File: src/rtl/core/tpm_pkg.sv
`timescale 1ns / 1ps
// ----------------------------------------------------------------------------
// tpm_pkg: shared types and constants for the plane mirror core
// Field widths, vertex and command structs, CSR codes, sequencer states and
// saturation helpers.
// ----------------------------------------------------------------------------
package tpm_pkg;

   localparam int POS_W      = 32;
   localparam int NRM_W      = 16;
   localparam int TEX_W      = 16;
   localparam int OFS_W      = 32;
   localparam int CSR_DATA_W = 32;
   localparam int CSR_IDX_W  = 2;
   localparam int CMD_DEPTH  = 2;
   localparam int TRI_SIZE   = 3;

   // datapath widths
   localparam int PROD_P_W  = 48;   // pos * normal
   localparam int PROD_V_W  = 32;   // vnorm * normal
   localparam int D30_W     = 50;   // dot(p,n) - w*2^14
   localparam int DBL_D_W   = 37;   // 2 * round(d30 / 2^14)
   localparam int E_W       = 34;   // dot(v,n)
   localparam int DBL_E_W   = 35;
   localparam int PROD2P_W  = 53;
   localparam int PROD2V_W  = 51;
   localparam int MP_W      = 40;
   localparam int MN_W      = 24;

   localparam logic [CSR_IDX_W-1:0] CSR_PLANE_NX     = 2'd0;
   localparam logic [CSR_IDX_W-1:0] CSR_PLANE_NY     = 2'd1;
   localparam logic [CSR_IDX_W-1:0] CSR_PLANE_NZ     = 2'd2;
   localparam logic [CSR_IDX_W-1:0] CSR_PLANE_OFFSET = 2'd3;

   localparam logic signed [NRM_W-1:0] PLANE_NX_RESET     = 16'sd16384;
   localparam logic signed [NRM_W-1:0] PLANE_NY_RESET     = 16'sd0;
   localparam logic signed [NRM_W-1:0] PLANE_NZ_RESET     = 16'sd0;
   localparam logic signed [OFS_W-1:0] PLANE_OFFSET_RESET = 32'sd0;

   localparam logic [1:0] EMIT_ORIG  = 2'd0;
   localparam logic [1:0] EMIT_HELD0 = 2'd1;
   localparam logic [1:0] EMIT_CUR   = 2'd2;
   localparam logic [1:0] EMIT_HELD1 = 2'd3;

   typedef struct packed {
      logic signed [POS_W-1:0] pos_x;
      logic signed [POS_W-1:0] pos_y;
      logic signed [POS_W-1:0] pos_z;
      logic signed [NRM_W-1:0] norm_x;
      logic signed [NRM_W-1:0] norm_y;
      logic signed [NRM_W-1:0] norm_z;
      logic signed [TEX_W-1:0] tex_u;
      logic signed [TEX_W-1:0] tex_v;
   } vertex_type;

   typedef struct packed {
      vertex_type vtx;
      logic       complete;
      logic       slot;
   } cmd_type;

   typedef struct packed {
      logic signed [NRM_W-1:0] nx;
      logic signed [NRM_W-1:0] ny;
      logic signed [NRM_W-1:0] nz;
      logic signed [OFS_W-1:0] offset;
   } plane_type;

   typedef enum logic [2:0] {
      ST_IDLE,
      ST_MUL1,
      ST_SUM,
      ST_MUL2,
      ST_FIN,
      ST_EMIT
   } back_state_type;

   function automatic logic signed [POS_W-1:0] sat_pos(input logic signed [MP_W-1:0] x);
      logic signed [MP_W-1:0] hi;
      logic signed [MP_W-1:0] lo;
      hi = MP_W'({1'b0, {(POS_W-1){1'b1}}});
      lo = -hi - MP_W'(1);
      if (x > hi) begin
         sat_pos = hi[POS_W-1:0];
      end else if (x < lo) begin
         sat_pos = lo[POS_W-1:0];
      end else begin
         sat_pos = x[POS_W-1:0];
      end
   endfunction

   function automatic logic signed [NRM_W-1:0] sat_nrm(input logic signed [MN_W-1:0] x);
      logic signed [MN_W-1:0] hi;
      logic signed [MN_W-1:0] lo;
      hi = MN_W'({1'b0, {(NRM_W-1){1'b1}}});
      lo = -hi - MN_W'(1);
      if (x > hi) begin
         sat_nrm = hi[NRM_W-1:0];
      end else if (x < lo) begin
         sat_nrm = lo[NRM_W-1:0];
      end else begin
         sat_nrm = x[NRM_W-1:0];
      end
   endfunction

endpackage

File: src/rtl/core/tpm_front.sv
`timescale 1ns / 1ps
// ----------------------------------------------------------------------------
// tpm_front: vertex intake and triangle tagging
// Accepts vertices, marks the one that completes a triangle and the held
// slot, and queues them for the back end.
// ----------------------------------------------------------------------------
module tpm_front #(
   parameter int CMD_DEPTH = tpm_pkg::CMD_DEPTH
) (
   input  logic                clock,
   input  logic                reset,
   input  logic                push,
   output logic                full,
   input  tpm_pkg::vertex_type req_vtx,
   output logic                cmd_valid,
   input  logic                cmd_pop,
   output tpm_pkg::cmd_type    cmd
);

   localparam int PTR_W = $clog2(CMD_DEPTH);
   localparam int CNT_W = $clog2(CMD_DEPTH + 1);

   tpm_pkg::cmd_type  q_ff [CMD_DEPTH];
   logic [PTR_W-1:0]  wr_ptr_ff, wr_ptr_in;
   logic [PTR_W-1:0]  rd_ptr_ff, rd_ptr_in;
   logic [CNT_W-1:0]  fill_ff, fill_in;
   logic [1:0]        tri_cnt_ff, tri_cnt_in;
   logic              accept;
   logic              deq;
   logic              complete;

   assign full      = (fill_ff == CNT_W'(CMD_DEPTH));
   assign cmd_valid = (fill_ff != '0);
   assign cmd       = q_ff[rd_ptr_ff];
   assign accept    = push & ~full;
   assign deq       = cmd_pop & cmd_valid;
   assign complete  = (tri_cnt_ff >= 2'(tpm_pkg::TRI_SIZE - 1));

   always_comb begin
      wr_ptr_in  = wr_ptr_ff;
      rd_ptr_in  = rd_ptr_ff;
      fill_in    = fill_ff;
      tri_cnt_in = tri_cnt_ff;
      if (accept) begin
         wr_ptr_in  = (wr_ptr_ff == PTR_W'(CMD_DEPTH - 1)) ? '0 : wr_ptr_ff + PTR_W'(1);
         tri_cnt_in = complete ? 2'd0 : tri_cnt_ff + 2'd1;
      end
      if (deq) begin
         rd_ptr_in = (rd_ptr_ff == PTR_W'(CMD_DEPTH - 1)) ? '0 : rd_ptr_ff + PTR_W'(1);
      end
      if (accept && !deq) begin
         fill_in = fill_ff + CNT_W'(1);
      end else if (!accept && deq) begin
         fill_in = fill_ff - CNT_W'(1);
      end
   end

   always_ff @(posedge clock) begin
      if (reset) begin
         wr_ptr_ff  <= '0;
         rd_ptr_ff  <= '0;
         fill_ff    <= '0;
         tri_cnt_ff <= '0;
      end else begin
         wr_ptr_ff  <= wr_ptr_in;
         rd_ptr_ff  <= rd_ptr_in;
         fill_ff    <= fill_in;
         tri_cnt_ff <= tri_cnt_in;
      end
   end

   always_ff @(posedge clock) begin
      if (accept) begin
         q_ff[wr_ptr_ff] <= '{vtx: req_vtx, complete: complete, slot: tri_cnt_ff[0]};
      end
   end

endmodule

File: config.mk
export PLATFORM = sky130hd
export DESIGN_NAME = tpm_front
export DESIGN_NICKNAME = d
export VERILOG_FILES = /design/src/rtl/core/tpm_pkg.sv /design/src/rtl/core/tpm_front.sv
export SDC_FILE = /design/constraint.sdc
export NUM_CORES = 1
export LEC_CHECK = 0
export BUFFER_PORTS_ARGS = -buffer_cell sky130_fd_sc_hd__buf_2
export CORE_ASPECT_RATIO = 1.75
export CORE_UTILIZATION = 52
export CTS_BUF_LIST = sky130_fd_sc_hd__clkbuf_4 sky130_fd_sc_hd__clkbuf_8 sky130_fd_sc_hd__clkbuf_16
export DETAILED_ROUTE_END_ITERATION = 7
export HOLD_SLACK_MARGIN = 0.03
export PLACE_DENSITY = 0.8
export SYNTH_ARGS = -nofsm -noshare
export SYNTH_HDL_FRONTEND = slang
export SYNTH_SLANG_ARGS = --single-unit
export TNS_END_PERCENT = 100
File: constraint.sdc
create_clock -name clock -period 5.4 [get_ports clock]
set_input_delay 0.27 -clock clock [delete_from_list [all_inputs] [get_ports clock]]
set_output_delay 0.27 -clock clock [all_outputs]
set_load 0.05 [all_outputs]
## Word-level counts from Yosys, hierarchy flattened

Memories as Yosys holds them, arrays and structs flattened. A register that Yosys moved wholly into a read port is not among the register bits.
Index checks and enable logic that the tools add are counted.

| cells by class | value |
|---|---|
| reductions and logical operators | 6 |
| equal/unequal tests | 1 |
| bitwise gates (word level) | 3 |
| muxes and demuxes | 9 |
| add/subtract/negate cells | 5 |
| magnitude comparators | 1 |

Operator list:

| cell | number |
|---|---|
| 2-to-1 mux 1 bit | 6 |
| 2-to-1 mux 2 bit | 3 |
| adder 2 x 1 -> 2 bit, second input constant | 2 |
| nonzero test 2 bit | 2 |
| adder 1 bit, second input constant | 2 |
| AND 1 bit | 2 |
| equality test 2 bit, second input constant | 1 |
| greater-or-equal comparator 2 bit, second input constant | 1 |
| logical AND 1 bit | 2 |
| logical NOT 1 bit | 2 |
| subtractor 2 x 1 -> 2 bit, second input constant | 1 |
| NOT 1 bit | 1 |

| word-level totals | value |
|---|---|
| flip-flop bits (word level) | 6 |
| memories | 1 |
| RAM bits | 356 |
| word-level logic and storage cells | 30 |
| bits of input ports | 180 |

Memory list:

| memory | depth | width | rd ports | clocked after memory_dff | wr ports | line | source |
|---|---|---|---|---|---|---|---|
| q_ff | 2 | 178 | 1 | 1 | 1 | tpm_front.sv:23 | `tpm_pkg::cmd_type q_ff [CMD_DEPTH];` |

## Depth between registers and ports, before layout

Gate-level depths: netlist of the first run.

| logic depth | value |
|---|---|
| word-level depth | 7 |
| depth in mapped cells | 7 |
| mapped depth without buffers | 7 |

## Least setup slack after synthesis of the first run

OpenSTA, ideal clock, no wires.

| timing path | value |
|---|---|
| path kind | reg-to-reg |
| start point | register fill_ff[0] |
| end point | memory q_ff[0][0] in the netlist's numbering (enable) |
| path slack | 0.461 ns |
| arrival | 4.409 ns |
| cell stages (with the launch flop) | 5 |
| buffers on the path | 0 |
| period minus slack after synthesis | 4.939 ns |
| path through | dfxtp_1 nand2b_4 inv_4 or3_1 inv_1 |

| between the ends | value |
|---|---|
| word-level cells in the longest chain between the ends | 5 |

Ends and longest elaborated chain:

| item | line | source |
|---|---|---|
| start: declaration | tpm_front.sv:26 | `logic [CNT_W-1:0] fill_ff, fill_in;` |
| start signal: assignment | tpm_front.sv:67 | `fill_ff <= fill_in;` |
| equality test 2 bit | tpm_front.sv:32 | `assign full = (fill_ff == CNT_W'(CMD_DEPTH));` |
| via full | tpm_front.sv:13 | `output logic full,` |
| NOT 1 bit | tpm_front.sv:35 | `assign accept = push & ~full;` |
| AND 1 bit | tpm_front.sv:35 |  |
| 2-to-1 mux 1 bit | tpm_front.sv:73 | `if (accept) begin` |
| 2-to-1 mux 1 bit (not written as such) | tpm_front.sv:74 | `q_ff[wr_ptr_ff] <= '{vtx: req_vtx, complete: complete, slot: tri_cnt_ff[0]};` |
| end: declaration | tpm_front.sv:23 |  |

The timed path passes the listed nets, and every way through them passes these cells.

==> qor.txt, run 1 <==
Status -> finished, final reports clean
Final Critical Period -> 2.91 ns
Worst path max stage delay -> 0.73 ns
Largest net degree at the start of global routing -> 99
Hold Buf Count CTS -> 178
Layout cell share with drive strength beyond 1 -> 48.8%
H-Tree Level Count -> 1
Peak supply drop -> 0.358 mV
Net Sw Frac -> 37.7%
Via Count -> 7645
TritonCTS clock tree -> built
Worst R2R Path Depth -> 5
Post-CTS Resized -> 0
Critical path arrival -> 2.64 ns
CP startpoint kind -> register
Net switching power of the design -> 0.00349 W
Synth Area in Compound Gates -> 0.344%
Worst r2r src -> fill_ff[0]
P_leak -> 6.85 nW
Fin. max-slew vios -> 0
Die W -> 122 µm
Initial antenna violation count -> 5
Setup TNS Final -> 0 ns
RSZ-0062 raised after global routing -> false
Largest family of logic cells by synthesized area -> multiplexers
Power Internal -> 0.00577 W
Drt via density -> 5.14
Reg2reg setup slack -> 2.76 ns
DP Wirelength -> 17200 µm
Synthesized flop and latch total -> 363
Starting Density -> 53.0%
Post-Synth XOR/XNOR Area -> 0.200%
Final setup viols -> 0
Share of power burned in registers -> 39.7%
WP data required -> 5.13 ns
Ports -> 360
Final period util -> 53.9%
Antenna Violating Nets Remaining -> 0
Pwr Density -> 510 nW/µm²
CTS clock-pin slew for the worst setup and hold paths -> 0.07 ns
Slowest cell on the critical path -> buf_4
Worst setup EP type -> output port
Unique masters post-synth -> 20
Post-synthesis simple-gate area fraction -> 0.544%
Drt wl/cell -> 20.7 µm
Count of maximum capacitance violations -> 0
Clock skew -> 0.0161 ns
Post-synthesis adder-cell area fraction -> 0.0954%
Net Count, Synth -> 770
P&R area growth vs syn -> 38.3%
Hold Path Origin -> cmd_pop
Fin Hold WS -> 0.231 ns
Worst Hold Depth -> 4
CTS Buf Count -> 31
Initial drt markers -> 388
Die H -> 212 µm
Clk pwr share -> 24.8%
Core ar. -> 24700 µm²
Die area -> 25900 µm²
Worst Hold Class -> input port to register
Combinational power share -> 35.5%
CTS sink count -> 363
Port Buffers -> 359
Critical path, cell by cell -> buf_4 > mux2_2 > buf_2
GPL Wtd Cong -> 0.817
CTS Root Cell -> clkbuf_16
GRT Total Usage -> 22.9%
Fin. Hold Viols -> 0
CTS Buffer Depth -> 3
Seq/Total Area, Yosys -> 82.6%
Cell count after synthesis -> 589
Post-CTS setup repair buffer count -> 0
Fillers -> 1396
DRC viols -> 0
Cell area after synthesis -> 13100 µm²
Most common cell after layout, fill and taps aside -> buf_2
Vias in the first global route -> 8356
Slew HR -> 37.0%
R2R Path End -> q_ff[0][174]
Avg Synthesized Cell Area -> 22.3 µm²
Final WL -> 30800 µm
YS warnings -> 0
Setup CP Type -> register to output port
Mux contribution to synthesized area -> 15.3%
Worst slew pin tran -> 0.945 ns
Router iterations before antenna repair -> 4
Row cnt -> 76
Max Clk Rate -> 344 MHz
CP max FO -> 61
Clock latency at the later pin of the worst-skew pair -> 0.55 ns
Congestion Overflow GR -> 0
Final nets -> 1324
Commonest cells after routing, fill and taps aside -> buf_2 (359), edfxtp_1 (356), dlygate4sd3_1 (178)
Global-route wire length before repair -> 44200 µm
[kinds of logic after synthesis]
family                     after synthesis
buffers and inverters                   24
adders and majority gates                1
DFF                                    363
AOI/OAI and AO/OA                        9
xor gates and xnor gates                 3
muxes                                  178
and+or+nand+nor                         11
[per-layer routing]
| layer | global-route usage [%] | up-vias | share of wire (%) |
|---|---|---|---|
| met5 | 0 | - | 0 |
| met4 | 11.6 | 0 | 4.4 |
| met3 | 4.18 | 90 | 5.7 |
| met2 | 44.0 | 330 | 56 |
| met1 | 23.0 | 3767 | 33 |
| li1 | - | 3458 | - |
[metrics by stage]
stage          instances  cell area [µm²]  util [%]  setup slack, ns  power (W)
2_1_floorplan        589            13100         -            0.461    0.00621
3_3_place_gp        1244            15300      61.8             2.82    0.00683
3_5_place_dp        1244            15300      61.8             2.76    0.00687
4_1_cts             1479            18100      73.3             2.47    0.00924
5_1_grt             1486            18100      73.4             2.39    0.00953
6_report            1486            18100      73.4             2.49    0.00926
[worst max-delay path: cells and delay by family, from the launching register on]
kind     cells  cell delay (ns)
mux          1             0.43
flops        1             0.66
buf+inv      2             0.95
[cell type report]
class                      count  area [µm²]  share of cell area (%)
sequential                   363       10800                    59.7
multi-input combinational    202        2160                    11.9
antenna                        7        17.5                  0.0966
timing repair buffer         542        3650                    20.1
tap                          312         390                    2.15
clock inverter                17         189                    1.04
inverter                       3        18.8                   0.103
clock buffer                  40         868                    4.79
[how the worst max path moves through the flow]
stage | end | slack, ns | depth (start not counted)
after global placement | q_ff[0][150] | 2.82 | 5
after floorplan | q_ff[0][0] | 0.46 | 4
after CTS | cmd[127] | 2.47 | 3
final | cmd[124] | 2.49 | 3
after detailed placement | q_ff[0][12] | 2.76 | 5
after global routing | cmd[131] | 2.39 | 3
[synthesized netlist by cell type, drive strengths merged]
library cell  instances  area (µm²)
a21oi                 4        20.0
or2                   1        6.26
mux2                178        2000
buf                  20         103
clkbuf                1        3.75
nor2                  4        15.0
or3                   2        12.5
ha                    1        12.5
nand2b                1        13.8
o21ai                 5        25.0
and3                  1        7.51
inv                   3        13.8
dfxtp                 7         140
or4                   1        7.51
xor2                  3        26.3
edfxtp              356       10700
nand4b                1        8.76
[power by group through the flow]
stage / combinational (W) / clock [W] / sequential (W)
2_1_floorplan: 0.00250 / 0 / 0.00371
3_3_place_gp: 0.00313 / 0 / 0.00370
3_5_place_dp: 0.00315 / 0 / 0.00372
4_1_cts: 0.00327 / 0.00230 / 0.00366
5_1_grt: 0.00341 / 0.00242 / 0.00371
6_report: 0.00329 / 0.00229 / 0.00368
[sequential cells by signal (all words and copies together) (netlist names), named ones only]
name and flops:
wr_ptr_ff 1, rd_ptr_ff 1, q_ff 356, tri_cnt_ff 2
fill_ff 2
Note: power is estimated with default switching activity, not from simulation.
==> run 2, diff against run 1 <==
==> constraint.sdc (replaced) <==
create_clock -name clock -period 2.9 [get_ports clock]
set_input_delay 0.145 -clock clock [delete_from_list [all_inputs] [get_ports clock]]
set_output_delay 0.145 -clock clock [all_outputs]
set_load 0.05 [all_outputs]
==> run 2 against run 1 <==
First-iteration DRC count increased by 1.3%. Die area unchanged. Final area increased by 0.78%. Sequential cell count unchanged. Clock-buffer cell count decreased by 3. Cell count unchanged. Total power increased by 89%. Global-route usage increased by 0.90 points. Clock power increased by 93%. Critical path type unchanged. Highest routed layer unchanged.
==> qor.txt, run 2 (same netlist as run 1, synthesis figures left out) <==
Status -> finished, final reports clean
Non-filler instance count after layout -> 1486
Congestion Overflow GR -> 0
Die area -> 25900 µm²
CTS Buf Count -> 31
Area of the multi-input gates -> 2170 µm²
CTS sink count -> 363
Slew HR -> 49.7%
Biggest regs -> q_ff: 356 flops, fill_ff: 2 flops, tri_cnt_ff: 2 flops
CP max FO -> 62
P&R area growth vs syn -> 39.4%
TritonCTS clock tree -> built
Setup WS pre-CTS -> 0.998 ns
Clock skew -> 0.0153 ns
Final setup viols -> 0
Drt wl/cell -> 21.0 µm
RSZ-0062 raised after global routing -> false
Initial antenna violation count -> 1
Max Clk Rate -> 405 MHz
Fin. max-slew vios -> 0
Post-CTS Resized -> 0
Die W -> 122 µm
Placed cell count -> 1249
Reg area -> 10800 µm²
Worst r2r src -> fill_ff[0]
Final Critical Period -> 2.47 ns
Router iterations before antenna repair -> 4
Largest net degree at the start of global routing -> 109
CTS Root Cell -> clkbuf_16
Slowest cell on the critical path -> dfxtp_4
CTS clock-pin slew for the worst setup and hold paths -> 0.06 ns
Antenna Violating Nets Remaining -> 0
Fin. Hold Viols -> 0
Worst slew pin tran -> 0.755 ns
Die H -> 212 µm
Starting Density -> 53.0%
Worst Hold Class -> input port to register
Port Buffers -> 359
Setup CP Type -> register to output port
Ports -> 360
Biggest register -> q_ff
CTS Buffer Depth -> 3
Hold Buf Count CTS -> 179
P_leak -> 6.89 nW
GRT Total Usage -> 23.8%
Via Count -> 7695
Initial drt markers -> 393
Row cnt -> 76
Post-CTS setup repair buffer count -> 0
Final period util -> 85.1%
Core ar. -> 24700 µm²
Vias in the first global route -> 8425
Worst path max stage delay -> 0.72 ns
Most common cell after layout, fill and taps aside -> buf_2
Worst R2R Path Depth -> 5
Global-route wire length before repair -> 45800 µm
Max reg flops -> 356
Clock latency at the later pin of the worst-skew pair -> 0.56 ns
Critical path, cell by cell -> buf_12 > mux2_2 > buf_2
DRC viols -> 0
Commonest cells after routing, fill and taps aside -> buf_2 (359), edfxtp_1 (356), dlygate4sd3_1 (179)
Drt via density -> 5.18
Layout cell share with drive strength beyond 1 -> 48.5%
Final setup margin -> 0.433 ns
R2R Path End -> q_ff[0][30]
Final WL -> 31200 µm
Critical path capture point -> cmd[119]
Peak supply drop -> 0.794 mV
CP startpoint kind -> register
WP data required -> 2.76 ns
H-Tree Level Count -> 1
Reg2reg setup slack -> 0.92 ns
Worst setup EP type -> output port
Pwr Density -> 958 nW/µm²
GPL Wtd Cong -> 0.793
Critical path arrival -> 2.32 ns
Final nets -> 1330
DP Wirelength -> 17900 µm
Count of maximum capacitance violations -> 0
Fillers -> 1415
==> run 2: metrics by stage <==
| stage | instance area (µm²) | hold WS, ns | utilization (%) | total power, W | setup TNS [ns] |
|---|---|---|---|---|---|
| after detailed placement | 15400 | 0.336 | 62.2 | 0.0129 | 0 |
| after floorplan | 13100 | 0.210 | - | 0.0115 | -201.54 |
| after global placement | 15400 | 0.332 | 62.2 | 0.0128 | 0 |
| final | 18300 | 0.312 | 73.9 | 0.0175 | 0 |
| after CTS | 18300 | 0.281 | 73.9 | 0.0175 | 0 |
| after global routing | 18300 | 0.313 | 73.9 | 0.0181 | 0 |
==> run 2: final cells by class <==
class,instances,share of cell area [%]
Tap cell,312,2.14
Multi-Input combinational cell,202,11.9
Antenna cell,2,0.0274
Sequential cell,363,59.3
Clock buffer,37,4.49
Clock inverter,19,1.48
Timing Repair Buffer,548,20.6
Inverter,3,0.123
==> run 2: worst min path at each step <==
stage	end	startpoint	slack [ns]	cells after the start
global placement	q_ff[0][3]	req_vtx[1]	0.33	1
floorplan	fill_ff[0]	reset	0.21	1
CTS	q_ff[1][165]	req_vtx[163]	0.28	2
global route	q_ff[1][148]	req_vtx[146]	0.31	2
detailed placement	q_ff[0][3]	req_vtx[1]	0.34	1
finish	q_ff[1][24]	req_vtx[22]	0.31	2
==> run 2: layer usage <==
metal / GRT usage [%] / part of all wire, % / routed length [µm]
met1: 24.1 / 33 / 10400
met4: 12.7 / 5.1 / 1590
met2: 45.1 / 56 / 17400
met5: 0 / 0 / 0
met3: 4.35 / 5.9 / 1840
==> run 2: power by group <==
group	internal [W]	switching, W
Clock	0.00264	0.00178
Sequential	0.00659	0.000269
Combinational	0.00176	0.00448
==> run 2: critical path: cells and delay by family (launching register included) <==
kind                   cells  cell delay, ns
buffers and inverters      2            0.59
flip-flops                 1            0.72
multiplexers               1            0.40
